`config.mk`:
```
export PLATFORM = sky130hd
export DESIGN_NAME = latching_relay_power_sequencer
export DESIGN_NICKNAME = d
export VERILOG_FILES = /design/src/design/lrps_pkg.sv /design/src/design/latching_relay_power_sequencer.sv /design/src/design/lrps_step.sv
export SDC_FILE = /design/constraint.sdc
export NUM_CORES = 1
export LEC_CHECK = 0
export ABC_AREA = 1
export BUFFER_PORTS_ARGS = -buffer_cell sky130_fd_sc_hd__clkbuf_2
export CAP_MARGIN = 20
export CORE_MARGIN = 2
export CORE_UTILIZATION = 43
export CTS_CLUSTER_DIAMETER = 30
export DETAILED_ROUTE_END_ITERATION = 10
export SLEW_MARGIN = 15
export SYNTH_ARGS = -nofsm -noshare
export SYNTH_HDL_FRONTEND = slang
export SYNTH_SLANG_ARGS = --single-unit
```
`constraint.sdc`:
```
create_clock -name clk -period 7.7 [get_ports clk]
set_input_delay 0.77 -clock clk [delete_from_list [all_inputs] [get_ports clk]]
set_output_delay 0.77 -clock clk [all_outputs]
set_load 0.01 [all_outputs]
```
`src/design/lrps_pkg.sv`:
```
// ----------------------------------------------------------------------------
// lrps_pkg
// Shared types and constants of the latching relay power sequencer.
// ----------------------------------------------------------------------------
package lrps_pkg;

    localparam int PEND_W = 3;

    localparam logic [1:0] PH_IDLE     = 2'd0;
    localparam logic [1:0] PH_DEBOUNCE = 2'd1;
    localparam logic [1:0] PH_PULSE    = 2'd2;
    localparam logic [1:0] PH_STEP     = 2'd3;

    localparam logic [1:0] CFG_PULSE_TICKS    = 2'd0;
    localparam logic [1:0] CFG_STEP_TICKS     = 2'd1;
    localparam logic [1:0] CFG_DEBOUNCE_TICKS = 2'd2;

    localparam logic [15:0] PULSE_TICKS_RST    = 16'd15;
    localparam logic [15:0] STEP_TICKS_RST     = 16'd1000;
    localparam logic [7:0]  DEBOUNCE_TICKS_RST = 8'd50;
    localparam logic [15:0] SHADOW_RST         = 16'h0000;
    localparam logic [15:0] TICK_MAX           = 16'hFFFF;

    localparam logic OP_TICK  = 1'b0;
    localparam logic OP_EVENT = 1'b1;

    typedef struct packed {
        logic opcode;
        logic button_level;
    } in_t;

    typedef struct packed {
        logic [15:0] expander_word;
        logic        expander_write;
        logic        pixel_write;
        logic [2:0]  pixel_index;
        logic        pixel_green;
        logic        outputs_on;
        logic        busy_res;
    } out_t;

    typedef struct packed {
        logic [15:0] pulse_ticks;
        logic [15:0] step_ticks;
        logic [7:0]  debounce_ticks;
    } cfg_t;

    typedef struct packed {
        logic [1:0]        phase;
        logic [2:0]        step_index;
        logic              going_on;
        logic [15:0]       tick_count;
        logic [15:0]       shadow_word;
        logic              all_on_flag;
        logic [PEND_W-1:0] pending_events;
    } state_t;

    function automatic logic [3:0] coil_bit(input logic [2:0] idx, input logic on);
        return {idx, ~on};
    endfunction

endpackage

```
`src/design/latching_relay_power_sequencer.sv`:
```
// ----------------------------------------------------------------------------
// latching_relay_power_sequencer
// Sequences latching relay coils on and off from button events and ticks.
// ----------------------------------------------------------------------------
// The block takes one item per clock cycle while in_stall is low and delivers
// its result word through an output register. All waits that end within an
// item are resolved in that same cycle by the step logic, and the sequencer
// state is updated at the accepting edge. A two-entry output buffer holds
// finished words, and input is stalled whenever its second (skid) entry is full.
module latching_relay_power_sequencer #(
    parameter int OUTPUT_COUNT = 6,
    parameter int EVENT_DEPTH  = 4
) (
    input  logic           clk,
    input  logic           rst_n,
    input  logic           cfg_we,
    input  logic [1:0]     cfg_index,
    input  logic [15:0]    cfg_data,
    input  logic           in_valid,
    output logic           in_stall,
    input  lrps_pkg::in_t  in_data,
    output logic           out_valid,
    input  logic           out_stall,
    output lrps_pkg::out_t out_data
);

    lrps_pkg::cfg_t   cfg_reg;
    lrps_pkg::state_t state_reg;
    lrps_pkg::state_t state_next;
    lrps_pkg::out_t   result;
    lrps_pkg::out_t   out_reg;
    lrps_pkg::out_t   skid_reg;
    logic             out_valid_reg;
    logic             skid_valid_reg;
    logic             in_acc;
    logic             out_free;

    assign in_stall  = skid_valid_reg;
    assign in_acc    = in_valid && !skid_valid_reg;
    assign out_free  = !out_valid_reg || !out_stall;
    assign out_valid = out_valid_reg;
    assign out_data  = out_reg;

    lrps_step #(
        .OUTPUT_COUNT (OUTPUT_COUNT),
        .EVENT_DEPTH  (EVENT_DEPTH)
    ) u_step (
        .cfg    (cfg_reg),
        .cur    (state_reg),
        .item   (in_data),
        .nxt    (state_next),
        .result (result)
    );

    always_ff @(posedge clk or negedge rst_n)
    begin
        if (!rst_n)
        begin
            cfg_reg.pulse_ticks    <= lrps_pkg::PULSE_TICKS_RST;
            cfg_reg.step_ticks     <= lrps_pkg::STEP_TICKS_RST;
            cfg_reg.debounce_ticks <= lrps_pkg::DEBOUNCE_TICKS_RST;
        end
        else if (cfg_we)
        begin
            case (cfg_index)
                lrps_pkg::CFG_PULSE_TICKS:    cfg_reg.pulse_ticks    <= cfg_data;
                lrps_pkg::CFG_STEP_TICKS:     cfg_reg.step_ticks     <= cfg_data;
                lrps_pkg::CFG_DEBOUNCE_TICKS: cfg_reg.debounce_ticks <= cfg_data[7:0];
                default:                      ;
            endcase
        end
    end

    always_ff @(posedge clk or negedge rst_n)
    begin
        if (!rst_n)
        begin
            state_reg.phase          <= lrps_pkg::PH_IDLE;
            state_reg.step_index     <= 3'd0;
            state_reg.going_on       <= 1'b0;
            state_reg.tick_count     <= 16'd0;
            state_reg.shadow_word    <= lrps_pkg::SHADOW_RST;
            state_reg.all_on_flag    <= 1'b0;
            state_reg.pending_events <= '0;
        end
        else if (in_acc)
        begin
            state_reg <= state_next;
        end
    end

    always_ff @(posedge clk or negedge rst_n)
    begin
        if (!rst_n)
        begin
            out_valid_reg  <= 1'b0;
            skid_valid_reg <= 1'b0;
        end
        else if (out_free)
        begin
            out_valid_reg  <= skid_valid_reg || in_acc;
            skid_valid_reg <= 1'b0;
        end
        else if (in_acc)
        begin
            skid_valid_reg <= 1'b1;
        end
    end

    always_ff @(posedge clk)
    begin
        if (out_free)
        begin
            if (skid_valid_reg)
                out_reg <= skid_reg;
            else if (in_acc)
                out_reg <= result;
        end
        else if (in_acc)
        begin
            skid_reg <= result;
        end
    end

endmodule

```
`src/design/lrps_step.sv`:
```
// ----------------------------------------------------------------------------
// lrps_step
// Next state and result word for one accepted item. Every wait that ends in
// this item is resolved here, so several sequence steps may chain at once.
// ----------------------------------------------------------------------------
module lrps_step #(
    parameter int OUTPUT_COUNT = 6,
    parameter int EVENT_DEPTH  = 4
) (
    input  lrps_pkg::cfg_t   cfg,
    input  lrps_pkg::state_t cur,
    input  lrps_pkg::in_t    item,
    output lrps_pkg::state_t nxt,
    output lrps_pkg::out_t   result
);

    localparam logic [lrps_pkg::PEND_W-1:0] DEPTH    = lrps_pkg::PEND_W'(EVENT_DEPTH);
    localparam logic [lrps_pkg::PEND_W-1:0] PEND_ONE = lrps_pkg::PEND_W'(1);
    localparam logic [3:0]                  OUT_CNT  = 4'(OUTPUT_COUNT);
    localparam logic [2:0]                  LAST     = 3'(OUTPUT_COUNT - 1);

    lrps_pkg::state_t s;
    logic             wr;
    logic             pw;
    logic [2:0]       pidx;
    logic             pgreen;
    logic [15:0]      need;
    logic             act_on;
    logic             act_off;

    always_comb
    begin
        s      = cur;
        wr     = 1'b0;
        pw     = 1'b0;
        pidx   = 3'd0;
        pgreen = 1'b0;
        need   = (cfg.pulse_ticks == 16'd0) ? 16'd1 : cfg.pulse_ticks;
        act_on  = item.button_level && !s.all_on_flag;
        act_off = !item.button_level && s.all_on_flag;

        if (item.opcode == lrps_pkg::OP_EVENT)
        begin
            if (s.pending_events < DEPTH)
                s.pending_events = s.pending_events + PEND_ONE;
        end
        else if (s.phase != lrps_pkg::PH_IDLE && s.tick_count != lrps_pkg::TICK_MAX)
        begin
            s.tick_count = s.tick_count + 16'd1;
        end

        // The coil pulse has ended: release the bit and update the pixel.
        if (s.phase == lrps_pkg::PH_PULSE && s.tick_count >= need)
        begin
            s.shadow_word = s.shadow_word &
                            ~(16'd1 << lrps_pkg::coil_bit(s.step_index, s.going_on));
            wr     = 1'b1;
            pw     = 1'b1;
            pidx   = s.step_index;
            pgreen = s.going_on;
            s.phase      = lrps_pkg::PH_STEP;
            s.tick_count = 16'd0;
        end

        // The step wait has ended: next output or end of the sequence.
        if (s.phase == lrps_pkg::PH_STEP && s.tick_count >= cfg.step_ticks)
        begin
            if (s.going_on && ({1'b0, s.step_index} + 4'd1) < OUT_CNT)
            begin
                s.step_index  = s.step_index + 3'd1;
                s.shadow_word = s.shadow_word |
                                (16'd1 << lrps_pkg::coil_bit(s.step_index, s.going_on));
                wr           = 1'b1;
                s.phase      = lrps_pkg::PH_PULSE;
                s.tick_count = 16'd0;
            end
            else if (!s.going_on && s.step_index != 3'd0)
            begin
                s.step_index  = s.step_index - 3'd1;
                s.shadow_word = s.shadow_word |
                                (16'd1 << lrps_pkg::coil_bit(s.step_index, s.going_on));
                wr           = 1'b1;
                s.phase      = lrps_pkg::PH_PULSE;
                s.tick_count = 16'd0;
            end
            else
            begin
                s.all_on_flag = s.going_on;
                s.phase       = lrps_pkg::PH_IDLE;
                s.tick_count  = 16'd0;
            end
        end

        if (s.phase == lrps_pkg::PH_IDLE && s.pending_events != '0)
        begin
            s.pending_events = s.pending_events - PEND_ONE;
            s.phase          = lrps_pkg::PH_DEBOUNCE;
            s.tick_count     = 16'd0;
        end

        act_on  = item.button_level && !s.all_on_flag;
        act_off = !item.button_level && s.all_on_flag;

        if (s.phase == lrps_pkg::PH_DEBOUNCE && s.tick_count >= {8'd0, cfg.debounce_ticks})
        begin
            if (act_on || act_off)
            begin
                s.going_on    = act_on;
                s.step_index  = act_on ? 3'd0 : LAST;
                s.shadow_word = s.shadow_word |
                                (16'd1 << lrps_pkg::coil_bit(s.step_index, s.going_on));
                wr           = 1'b1;
                s.phase      = lrps_pkg::PH_PULSE;
                s.tick_count = 16'd0;
            end
            else
            begin
                s.phase      = lrps_pkg::PH_IDLE;
                s.tick_count = 16'd0;
            end
        end

        // After a debounce with no action, further events see the same level
        // and flag, so with no debounce time they are all used up at once.
        if (s.phase == lrps_pkg::PH_IDLE && s.pending_events != '0)
        begin
            if (cfg.debounce_ticks == 8'd0)
            begin
                s.pending_events = '0;
            end
            else
            begin
                s.pending_events = s.pending_events - PEND_ONE;
                s.phase          = lrps_pkg::PH_DEBOUNCE;
                s.tick_count     = 16'd0;
            end
        end

        nxt = s;
        result.expander_word  = s.shadow_word;
        result.expander_write = wr;
        result.pixel_write    = pw;
        result.pixel_index    = pidx;
        result.pixel_green    = pgreen;
        result.outputs_on     = s.all_on_flag;
        result.busy_res       = (s.phase != lrps_pkg::PH_IDLE);
    end

endmodule

```
* Word-level counts from Yosys, hierarchy flattened
Index checks and enable logic that the tools add are counted.
** Operators by class
- Shift operators :: 4
- Equal/unequal tests :: 6
- Bitwise logic cells :: 8
- Muxes and demuxes :: 42
- Magnitude comparators :: 5
- Div/mod/pow operators :: 0
- $add $sub $neg :: 7
- Multiply operators :: 0
- Reduce and logical (&&, ||, !) cells :: 38
** Operators by type and width (number)
- $mux W16 :: 9
- $shl A1 B4 Y16 const A :: 4
- $mux W24 :: 2
- $or A16 B16 Y16 :: 3
- $mux W38 :: 1
- $mux W33 :: 1
- $ge A16 B16 Y1 :: 2
- $mux W32 :: 1
- $mux W3 :: 8
- $add A16 B1 Y16 const B :: 1
- $and A16 B16 Y16 :: 1
- $ge A16 B8 Y1 :: 1
- $logic_not A16 Y1 :: 1
- $ne A16 B16 Y1 const B :: 1
- $not A16 Y16 :: 1
- $mux W2 :: 6
- $logic_and A1 B1 Y1 :: 11
- $mux W1 :: 11
- $mux W5 :: 2
- $reduce_and A2 Y1 :: 5
- $reduce_bool A3 Y1 :: 3
- $sub A3 B1 Y3 const B :: 3
- $logic_not A8 Y1 :: 1
- $reduce_bool A2 Y1 :: 4
- other kinds (12) :: 27
** Word-level totals
- Register bits :: 132
- Memories :: 0
- Input port bits :: 25
- Output and inout port bits :: 26
- Bits in read-only memories :: 0
- Memory bits (writable) :: 0
- Logic and storage cells :: 136
- Latch bits :: 0

* Longest topological paths before layout
Gate-level depths: netlist (run 1).
- Depth in word-level cells :: 24
- Mapped depth :: 68

* Modules after synthesis
A second synthesis (run 1) with hierarchy kept.
** Second synthesis, totals
- Cells, all modules :: 1151
- Area total of the unflattened synthesis :: 8790.9 µm²
** Modules (own cells, without submodules)
- latching_relay_power_sequencer :: cells each 495, area each 5177.5 µm², instances 1
- lrps_step :: cells each 656, area each 3613.5 µm², instances 1

* Worst setup path before layout (run 1)
Ideal clock, no wire load.
- Kind :: register to register
- Start point :: register state_reg[20] (netlist name)
- End point :: register state_reg[23] (netlist name)
- Data arrival time :: 6.832 ns
- Setup time :: 0.115 ns
- Stages on the path, launching flop included :: 62
- Required time :: 7.585 ns
- Path slack :: 0.753 ns
- Buffers on the path :: 5
- Cells stage by stage :: dfrtp_1 -> ha_1 -> nand3_1 -> inv_2 -> nand3_2 -> o21a_1 -> buf_6 -> inv_2 -> nor3_1 -> nand4_1 -> xor2_1 -> ha_1 -> nand2_1 -> inv_1 -> nand2_1 -> nand2_1 -> nor2_1 -> nand2_1 -> [... 26 more ...] -> nand2_1 -> nand2_1 -> nand2_1 -> nand2_1 -> nand2_1 -> nand2_1 -> nand2_1 -> nor2_1 -> nand2_1 -> nor2_2 -> nand2_4 -> nand3_4 -> nand2_4 -> nor2_8 -> nand2_8 -> buf_8 -> nand3_2 -> nand2_2
** On the way
- Cells in the longest elaborated chain, start to end :: 19
- Elaborated cells on any way between the ends :: 33
- Those cells by class :: 1 x add/sub; 3 x order compare; 3 x eq/ne; 13 x mux; 13 x reduce/logical
** Ends and longest elaborated chain
- from (decl) :: RTL line latching_relay_power_sequencer.sv:28 : lrps_pkg::state_t state_reg;
- from (signal assigned) :: RTL line latching_relay_power_sequencer.sv:88 : state_reg <= state_next;
- branches (longest 3 deep; another with $add A16 B1 Y16)
- $mux W16 (*) :: RTL line lrps_step.sv:42 : if (item.opcode == lrps_pkg::OP_EVENT)
- $ge A16 B16 Y1 :: RTL line lrps_step.sv:53 : if (s.phase == lrps_pkg::PH_PULSE && s.tick_count >= need)
- $logic_and A1 B1 Y1 :: RTL line lrps_step.sv:53
- $mux W32 / $mux W2 (equally long branches) :: RTL line lrps_step.sv:53
- $ge A16 B16 Y1 / $eq A2 B2 Y1 (equally long branches) :: RTL line lrps_step.sv:66 : if (s.phase == lrps_pkg::PH_STEP && s.tick_count >= cfg.step_ticks)
- $logic_and A1 B1 Y1 :: RTL line lrps_step.sv:66
- $mux W5 :: RTL line lrps_step.sv:66
- $logic_not A2 Y1 :: RTL line lrps_step.sv:94 : if (s.phase == lrps_pkg::PH_IDLE && s.pending_events != '0)
- $logic_and A1 B1 Y1 :: RTL line lrps_step.sv:94
- $mux W16 / $mux W2 (equally long branches) :: RTL line lrps_step.sv:94
- $ge A16 B8 Y1 / $eq A2 B1 Y1 (equally long branches) :: RTL line lrps_step.sv:104 : if (s.phase == lrps_pkg::PH_DEBOUNCE && s.tick_count >= {8'd0, cfg.debounce_ticks})
- $logic_and A1 B1 Y1 :: RTL line lrps_step.sv:104
- $mux W38 :: RTL line lrps_step.sv:104
- $logic_not A2 Y1 :: RTL line lrps_step.sv:125 : if (s.phase == lrps_pkg::PH_IDLE && s.pending_events != '0)
- $logic_and A1 B1 Y1 :: RTL line lrps_step.sv:125
- $mux W16 (*) :: RTL line lrps_step.sv:125
Mark *: on every way between the ends.
A chain may end at the register's enable or synchronous reset.

* Worst setup path after layout (run 1)
- Start point :: register state_reg[20] (netlist name)
- End point :: register state_reg[20] (netlist name)
The elaborated chain is that of the path after synthesis.

==> metrics.txt, run 1 <==
# TYPE chip_impl_metric gauge
chip_impl_metric{name="synth.net_count",unit=""} 1053
chip_impl_info{name="timing_worst_setup_path_type",value="reg -> reg"} 1
chip_impl_metric{name="synth.top_cell.area_share",unit=""} 0.224
chip_impl_metric{name="number_of_standard_cell_rows_in_the_floorplan",unit=""} 49
chip_impl_metric{name="place.port_buffers",unit=""} 50
chip_impl_metric{name="layout-drive-gt1-share",unit=""} 0.180
chip_impl_metric{name="drc_errors",unit=""} 0
chip_impl_metric{name="count_of_filler_cells_inserted_in_the_layout",unit=""} 1736
chip_impl_metric{name="cts.htree.levels",unit=""} 4
chip_impl_info{name="worst_path_max_delay_cell",value="dfrtp_2"} 1
chip_impl_metric{name="power_leakage",unit="µW"} 0.00449
chip_impl_metric{name="final-max-slew-violation-count",unit=""} 0
chip_impl_metric{name="seq_cells_post_synth",unit=""} 132
chip_impl_info{name="holdCritPathClass",value="in -> async"} 1
chip_impl_metric{name="timing.hold.ws",unit="ps"} 234
chip_impl_metric{name="die-width",unit="µm"} 140
chip_impl_info{name="clk_root_buffer_cell",value="clkbuf_16"} 1
chip_impl_metric{name="path_max_fanout",unit=""} 17
chip_impl_info{name="cts_tree",value="yes"} 1
chip_impl_metric{name="seq_area_frac_synth",unit=""} 0.449
chip_impl_metric{name="netlist-cell-type-count",unit=""} 53
chip_impl_metric{name="number_of_flops_mapped_to_enable_cells_by_yosys",unit=""} 48
chip_impl_metric{name="post_route_setup_tns",unit="ps"} 0
chip_impl_metric{name="max-clock-path-buffers",unit=""} 2
chip_impl_info{name="ys_dominant_reg_cell",value="dfrtp_1"} 1
chip_impl_metric{name="worst_path_clk_slew",unit="ps"} 60
chip_impl_metric{name="grt.total_usage",unit=""} 0.198
chip_impl_metric{name="boundaryPins",unit=""} 51
chip_impl_metric{name="timing.slew.headroom",unit=""} 0.372
chip_impl_metric{name="power_per_cell_area",unit="nW/µm²"} 296
chip_impl_metric{name="placed_area",unit="µm²"} 8400
chip_impl_metric{name="floorplan.die_area",unit="µm²"} 19500
chip_impl_metric{name="first_pass_iters",unit=""} 5
chip_impl_metric{name="slowest_delay",unit="ps"} 450
chip_impl_metric{name="timing_worst_slew_pin_value",unit="ps"} 939
chip_impl_metric{name="yosysWarnings",unit=""} 0
chip_impl_metric{name="drtIter0Drc",unit=""} 410
chip_impl_info{name="synth_largest_area_cell",value="dfrtp_1"} 1
chip_impl_metric{name="die_h",unit="µm"} 140
chip_impl_metric{name="netlist_instances",unit=""} 978
chip_impl_metric{name="flip_flop_count_of_the_largest_register_all_copies_and_words_added",unit=""} 42
chip_impl_metric{name="cts_inserted_buffers",unit=""} 17
chip_impl_metric{name="grt_pass1_vias",unit=""} 6111
chip_impl_metric{name="max_clock_freq",unit="MHz"} 142
chip_impl_metric{name="ys_async_sr_fraction",unit=""} 0.636
chip_impl_metric{name="final_area",unit="µm²"} 9100
chip_impl_metric{name="hold_violations",unit=""} 0
chip_impl_metric{name="drt_antenna_net_count",unit=""} 0
chip_impl_metric{name="grt_first_pass_wirelength",unit="mm"} 31.0
chip_impl_metric{name="final_min_period_over_clock_period",unit=""} 0.912
chip_impl_info{name="worstSetupStartpointType",value="flop"} 1
chip_impl_metric{name="grt_antenna_before_repair",unit=""} 0
chip_impl_info{name="synth.top_cells.by_area",value="dfrtp_1 22%, edfxtp_1 18%, nand2_1 13%"} 1
chip_impl_metric{name="vias_per_cell",unit=""} 5.04
chip_impl_metric{name="detailedPlacementHpwl",unit="mm"} 13.6
chip_impl_metric{name="flow.area_growth_from_synthesis",unit="%"} 14.9
chip_impl_metric{name="worstSkewPairLatency",unit="ps"} 420
chip_impl_info{name="run_status",value="finished, final reports clean"} 1
chip_impl_metric{name="starting_density",unit=""} 0.440
chip_impl_metric{name="worstPathArrival",unit="ps"} 7330
chip_impl_metric{name="diodes",unit=""} 0
chip_impl_metric{name="dr_total_vias",unit=""} 6424
chip_impl_metric{name="layout.area.seq",unit="µm²"} 3560
chip_impl_metric{name="layout_min_cycle_time",unit="ps"} 7020
chip_impl_metric{name="vdd_drop_max",unit="mV"} 0.211
chip_impl_info{name="netlist_top_cells_count",value="269 x nand2_1, 150 x inv_1, 86 x o21ai_0"} 1
chip_impl_metric{name="setup_ws",unit="ps"} 679
chip_impl_metric{name="drv_cap",unit=""} 0
chip_impl_metric{name="finalNetCount",unit=""} 1108
chip_impl_metric{name="globalplace.congestion",unit=""} 0.890
chip_impl_metric{name="multiInputGateArea",unit="µm²"} 3690
chip_impl_metric{name="syn_area",unit="µm²"} 7920
chip_impl_metric{name="cts.sinks",unit=""} 132
chip_impl_info{name="endpoint_kind",value="flop"} 1
chip_impl_metric{name="pre_cts_slack",unit="ps"} -13.4
chip_impl_metric{name="totalWireLength",unit="mm"} 18.9
chip_impl_metric{name="grt_max_degree",unit=""} 64
chip_impl_metric{name="worst_ep_required_time",unit="ps"} 8000
chip_impl_info{name="worst_path_most_repeated_cell",value="nand2_1"} 1
chip_impl_info{name="yosys.cell_count.top_type",value="nand2_1"} 1
chip_impl_metric{name="overflow",unit=""} 0
chip_impl_metric{name="core_area",unit="µm²"} 18000
chip_impl_metric{name="setup_viol",unit=""} 0
chip_impl_metric{name="route.detailed.wl_per_inst",unit="µm"} 14.8
chip_impl_metric{name="finClkSkew",unit="ps"} 9.61
chip_impl_metric{name="synthesis.area_per_instance",unit="µm²"} 8.10
==> path summary, 6_finish.rpt <==
kind	start	end	slack [ps]	cells past startpoint
max in group asynchronous	rst_n	state_reg[20]	6300	2
setup reg to reg	state_reg[20]	state_reg[20]	680	54
setup / recovery	state_reg[20]	state_reg[20]	680	54
hold reg to reg	state_reg[8]	state_reg[8]	480	2
hold / removal	rst_n	cfg_reg[20]	230	1
min in group clk	state_reg[8]	state_reg[8]	480	2
==> stage by stage <==
stage / util / cells / power [µW]
after global placement: 0.466 / 1237 / 1830
after detailed placement: 0.466 / 1237 / 1840
after CTS: 0.500 / 1269 / 2680
final: 0.505 / 1275 / 2690
after floorplan: - / 978 / 1620
after global routing: 0.505 / 1275 / 2890
==> cell families after synthesis <==
logic type,count (synthesis),synth area share
AO/OA/AOI/OAI,148,0.105
XOR/XNOR,15,0.0175
adder cells (fa/ha/maj),50,0.0790
buffers and inverters,191,0.0948
flip-flops,132,0.449
multiplexers,1,0.00126
AND/OR/NAND/NOR,441,0.254
==> repair_timing <==
action	in CTS	in global routing
pin swaps	0	3
gates cloned	0	1
endpoints found under the setup margin	19	35
buffers inserted	0	5
hold buffers	0	0
gates resized for setup	2	13
==> layer usage <==
metal	GRT usage	routed length (µm)	vias up
met5	0	0	-
met4	0.0458	216	0
met3	0.0451	926	18
met2	0.325	8950	166
met1	0.268	8760	2980
li1	-	-	3260
==> layout make-up <==
class,count,share of cell area
clock buffer,17,0.0467
clock inverter,15,0.0188
inverter,161,0.0664
multi-input combinational,656,0.405
sequential,132,0.391
tap,229,0.0315
timing repair buffer,65,0.0401
==> power breakdown <==
part           internal (µW)  leakage (µW)  switching (µW)
Sequential               845       0.00151            99.1
Combinational            312       0.00269             613
Clock                    484      0.000288             339
==> worst max-delay path: cells and delay by family, from the launching register on <==
kind	cells	cell delay [ps]
flip-flops	1	450
XOR/XNOR	1	230
buffers and inverters	6	590
AO/OA/AOI/OAI	3	450
AND/OR/NAND/NOR	40	4120
adder cells (fa/ha/maj)	4	1080
==> layout by cell type, fill, tap and decap left out, types with 4 or more instances in the layout <==
cell type    n
o21ai_1     10
ha_1        50
nand3_1     25
clkbuf_16   17
buf_4       16
dfrtp_1     70
xnor2_1      7
nand2_2     18
nand4_1     10
xor2_1       6
inv_6        5
o21ai_0     86
inv_2       10
a31oi_1      4
o31ai_1      8
nand2_1    268
nor4_1       6
clkbuf_2    49
dfstp_2     13
nand2_4      6
nor2_2       9
a21oi_1     18
edfxtp_1    48
inv_1      150
nor3_1       8
nor2_1      61
o21bai_1     4
nand3b_1     4
nand3_2     14
Power figures use the tool's default switching activity.
==> inputs of run 2 (changes only) <==
--- a/config.mk
+++ b/config.mk
@@ -15,4 +15,5 @@
 export SLEW_MARGIN = 15
 export SYNTH_ARGS = -nofsm -noshare
 export SYNTH_HDL_FRONTEND = slang
+export SYNTH_HIERARCHICAL = 1
 export SYNTH_SLANG_ARGS = --single-unit
==> run 2 against run 1 <==
  * Wire length grew 19%
  * First-iteration DRC count rose by 50%
  * Highest routed layer unchanged
  * Via count rose by 17%
  * Count of clock-buffer cells in the layout unchanged
  * Critical path depth up 12
  * Critical endpoint is now state_reg[32]
  * Setup slack improved by 95 ps
  * Hold slack gained 24 ps
  * Sequential share of layout area is 2.9 points lower
  * Maximum frequency is 1.4% higher
  * Final area up 8.0%
  * Total power increased by 17%
  * Clock skew down 1.2 ps
==> metrics.txt, run 2 <==
# TYPE chip_impl_metric gauge
chip_impl_metric{name="finalNetCount",unit=""} 1249
chip_impl_metric{name="worst_reg2reg_path_depth",unit=""} 66
chip_impl_metric{name="drt_antenna_net_count",unit=""} 0
chip_impl_metric{name="ys_async_sr_fraction",unit=""} 0.636
chip_impl_info{name="timing_worst_setup_path_type",value="reg -> reg"} 1
chip_impl_info{name="crit-reg2reg-launch",value="state_reg[26]"} 1
chip_impl_info{name="holdCritPathClass",value="in -> async"} 1
chip_impl_metric{name="die_h",unit="µm"} 147
chip_impl_info{name="startpoint",value="state_reg[26]"} 1
chip_impl_metric{name="yosysWarnings",unit=""} 6
chip_impl_metric{name="slowest_delay",unit="ps"} 470
chip_impl_metric{name="finClkSkew",unit="ps"} 8.43
chip_impl_metric{name="overflow",unit=""} 0
chip_impl_info{name="worst_path_most_repeated_cell",value="nand2_1"} 1
chip_impl_metric{name="diodes",unit=""} 0
chip_impl_info{name="crit_path_to",value="state_reg[32]"} 1
chip_impl_metric{name="first_pass_iters",unit=""} 7
chip_impl_metric{name="core_area",unit="µm²"} 20200
chip_impl_metric{name="flip_flop_count_of_the_largest_register_all_copies_and_words_added",unit=""} 42
chip_impl_metric{name="layout.area.seq",unit="µm²"} 3560
chip_impl_metric{name="drtIter0Drc",unit=""} 616
chip_impl_metric{name="post_route_setup_tns",unit="ps"} 0
chip_impl_metric{name="setup_ws",unit="ps"} 773
chip_impl_metric{name="final_min_period_over_clock_period",unit=""} 0.900
chip_impl_metric{name="max_clock_freq",unit="MHz"} 144
chip_impl_metric{name="netlist-cell-type-count",unit=""} 57
chip_impl_metric{name="placed_area",unit="µm²"} 9020
chip_impl_info{name="synth_largest_area_cell",value="dfrtp_1"} 1
chip_impl_metric{name="netlist_instances",unit=""} 1151
chip_impl_metric{name="syn_area",unit="µm²"} 8790
chip_impl_metric{name="starting_density",unit=""} 0.436
chip_impl_info{name="clk_root_buffer_cell",value="clkbuf_16"} 1
chip_impl_metric{name="power_per_cell_area",unit="nW/µm²"} 320
chip_impl_metric{name="seq_cells_post_synth",unit=""} 132
chip_impl_metric{name="dr_total_vias",unit=""} 7523
chip_impl_metric{name="final_area",unit="µm²"} 9840
chip_impl_info{name="synth.top_cells.by_area",value="dfrtp_1 20%, nand2_1 18%, edfxtp_1 16%"} 1
chip_impl_info{name="yosys.cell_count.top_type",value="nand2_1"} 1
chip_impl_metric{name="vdd_drop_max",unit="mV"} 0.198
chip_impl_metric{name="layout-drive-gt1-share",unit=""} 0.161
chip_impl_metric{name="boundaryPins",unit=""} 51
chip_impl_metric{name="floorplan.die_area",unit="µm²"} 21600
chip_impl_metric{name="worstSkewPairLatency",unit="ps"} 430
chip_impl_metric{name="number_of_flops_mapped_to_enable_cells_by_yosys",unit=""} 48
chip_impl_metric{name="grt.total_usage",unit=""} 0.213
chip_impl_metric{name="totalWireLength",unit="mm"} 22.4
chip_impl_metric{name="drc_errors",unit=""} 0
chip_impl_metric{name="cts.htree.levels",unit=""} 4
chip_impl_metric{name="final-max-slew-violation-count",unit=""} 0
chip_impl_metric{name="worst_ep_required_time",unit="ps"} 8010
chip_impl_metric{name="synth.top_cell.area_share",unit=""} 0.202
chip_impl_metric{name="grt_antenna_before_repair",unit=""} 0
chip_impl_metric{name="seq_area_frac_synth",unit=""} 0.405
chip_impl_metric{name="synthesis.area_per_instance",unit="µm²"} 7.64
chip_impl_metric{name="vias_per_cell",unit=""} 5.16
chip_impl_metric{name="cts_inserted_buffers",unit=""} 17
chip_impl_metric{name="fin_total_pwr",unit="µW"} 3150
chip_impl_metric{name="power_leakage",unit="µW"} 0.00499
chip_impl_metric{name="synth.net_count",unit=""} 1226
chip_impl_metric{name="drv_cap",unit=""} 0
chip_impl_info{name="final_cell_mix",value="420 x nand2_1, 113 x inv_1, 88 x nand3_1, 81 x nor2_1, 70 x dfrtp_1"} 1
chip_impl_metric{name="hold_violations",unit=""} 0
chip_impl_metric{name="place.port_buffers",unit=""} 50
chip_impl_metric{name="timing_worst_slew_pin_value",unit="ps"} 1060
chip_impl_info{name="run_status",value="finished, final reports clean"} 1
chip_impl_metric{name="grt_max_degree",unit=""} 67
chip_impl_metric{name="multiInputGateArea",unit="µm²"} 4440
chip_impl_metric{name="flow.area_growth_from_synthesis",unit="%"} 11.9
chip_impl_info{name="netlist_top_cells_count",value="421 x nand2_1, 115 x inv_1, 90 x nand3_1"} 1
chip_impl_info{name="endpoint_kind",value="flop"} 1
chip_impl_metric{name="count_of_filler_cells_inserted_in_the_layout",unit=""} 2026
chip_impl_metric{name="cts.sinks",unit=""} 132
chip_impl_metric{name="worstPathArrival",unit="ps"} 7230
chip_impl_metric{name="grt_pass1_vias",unit=""} 6933
chip_impl_metric{name="cts_hold_repair.buffers",unit=""} 0
chip_impl_info{name="worstSetupStartpointType",value="flop"} 1
chip_impl_metric{name="layout_min_cycle_time",unit="ps"} 6930
chip_impl_metric{name="route.detailed.wl_per_inst",unit="µm"} 15.4
chip_impl_metric{name="setup_viol",unit=""} 0
chip_impl_info{name="ys_dominant_reg_cell",value="dfrtp_1"} 1
chip_impl_metric{name="path_max_fanout",unit=""} 17
chip_impl_metric{name="final_core_util",unit=""} 0.488
chip_impl_info{name="crit-reg2reg-capture",value="state_reg[32]"} 1
chip_impl_metric{name="register_to_register_setup_slack",unit="ps"} 770
chip_impl_metric{name="worst_path_clk_slew",unit="ps"} 70
chip_impl_metric{name="globalplace.congestion",unit=""} 0.883
chip_impl_info{name="worst_path_max_delay_cell",value="dfrtp_1"} 1
chip_impl_info{name="layout_commonest_cell",value="nand2_1"} 1
chip_impl_metric{name="pre_cts_slack",unit="ps"} 92.9
chip_impl_metric{name="grt_first_pass_wirelength",unit="mm"} 37.1
chip_impl_info{name="cts_tree",value="yes"} 1
chip_impl_metric{name="timing.slew.headroom",unit=""} 0.295
chip_impl_metric{name="number_of_standard_cell_rows_in_the_floorplan",unit=""} 52
chip_impl_metric{name="die-width",unit="µm"} 147
chip_impl_metric{name="max-clock-path-buffers",unit=""} 2
chip_impl_metric{name="detailedPlacementHpwl",unit="mm"} 15.7
## run 2: cell count changes after synthesis, moves of 10 or more
cell      previous run  this run
buf_2                3        20
buf_4                1        29
clkbuf_1            23         9
inv_1              150       115
nand2_1            269       421
nand2_2             19         9
nand3_1             25        90
nand4_1             10        30
nor2_1              65        88
o21ai_0             86        20
o21bai_2             0        10
## run 2: final cells by class
type                    count  area share
inverters                 124      0.0480
flip-flops and latches    132       0.362
clock buffers              17      0.0432
well taps                 270      0.0343
clock inverters            15      0.0140
multi-input cells         828       0.451
repair buffers             71      0.0476
## run 2: repair_timing
item,4_1_cts,5_1_grt
buffers inserted,0,8
endpoints found under the hold margin,0,0
resized for setup,0,42
setup endpoints to repair,0,35
## run 2: critical path: cells and delay by family, from the launching register on
kind,cells,cell delay [ps]
buf+inv,8,780
simple gates,50,3870
xor+xnor,1,220
compound gates,4,710
fa+ha+maj,3,700
flops,1,470
## run 2: report_power, final
group	internal [µW]	switching (µW)	leakage (µW)	total [µW]
Clock	426	352	0.000269	779
Combinational	495	909	0.00319	1400
Sequential	865	100	0.00153	966
## run 2: through the flow
step / hold WS (ps) / std cells
2_1_floorplan: 436 / 1151
3_3_place_gp: 448 / 1415
3_5_place_dp: 456 / 1415
4_1_cts: 276 / 1447
5_1_grt: 287 / 1457
6_report: 258 / 1457
## run 2: worst min path at each step
stage	start	end	slack, ps
after detailed placement	cfg_reg[14]	cfg_reg[14]	460
after global placement	state_reg[18]	state_reg[18]	450
final	rst_n	cfg_reg[2]	260
after floorplan	state_reg[16]	state_reg[16]	440
after CTS	rst_n	cfg_reg[2]	280
after global routing	rst_n	cfg_reg[2]	290
## run 2: cells by family (layout without fill, tap and decap cells)
| kind of cell | Yosys count | in the layout | synth area share |
|---|---|---|---|
| AOI/OAI and AO/OA | 87 | 87 | 0.0719 |
| xor gates and xnor gates | 16 | 16 | 0.0168 |
| adders and majority gates | 50 | 50 | 0.0712 |
| buffers and inverters | 191 | 227 | 0.105 |
| DFF | 132 | 132 | 0.405 |
| muxes | 2 | 2 | 0.00242 |
| and+or+nand+nor | 673 | 673 | 0.328 |
## run 2: layer usage
layer  GRT usage  vias up  wire, µm
li1            -     3755         -
met1       0.338     3505     11400
met2       0.304      240      9340
met3      0.0382       23      1400
met4      0.0428        0       235
met5           0        -         0
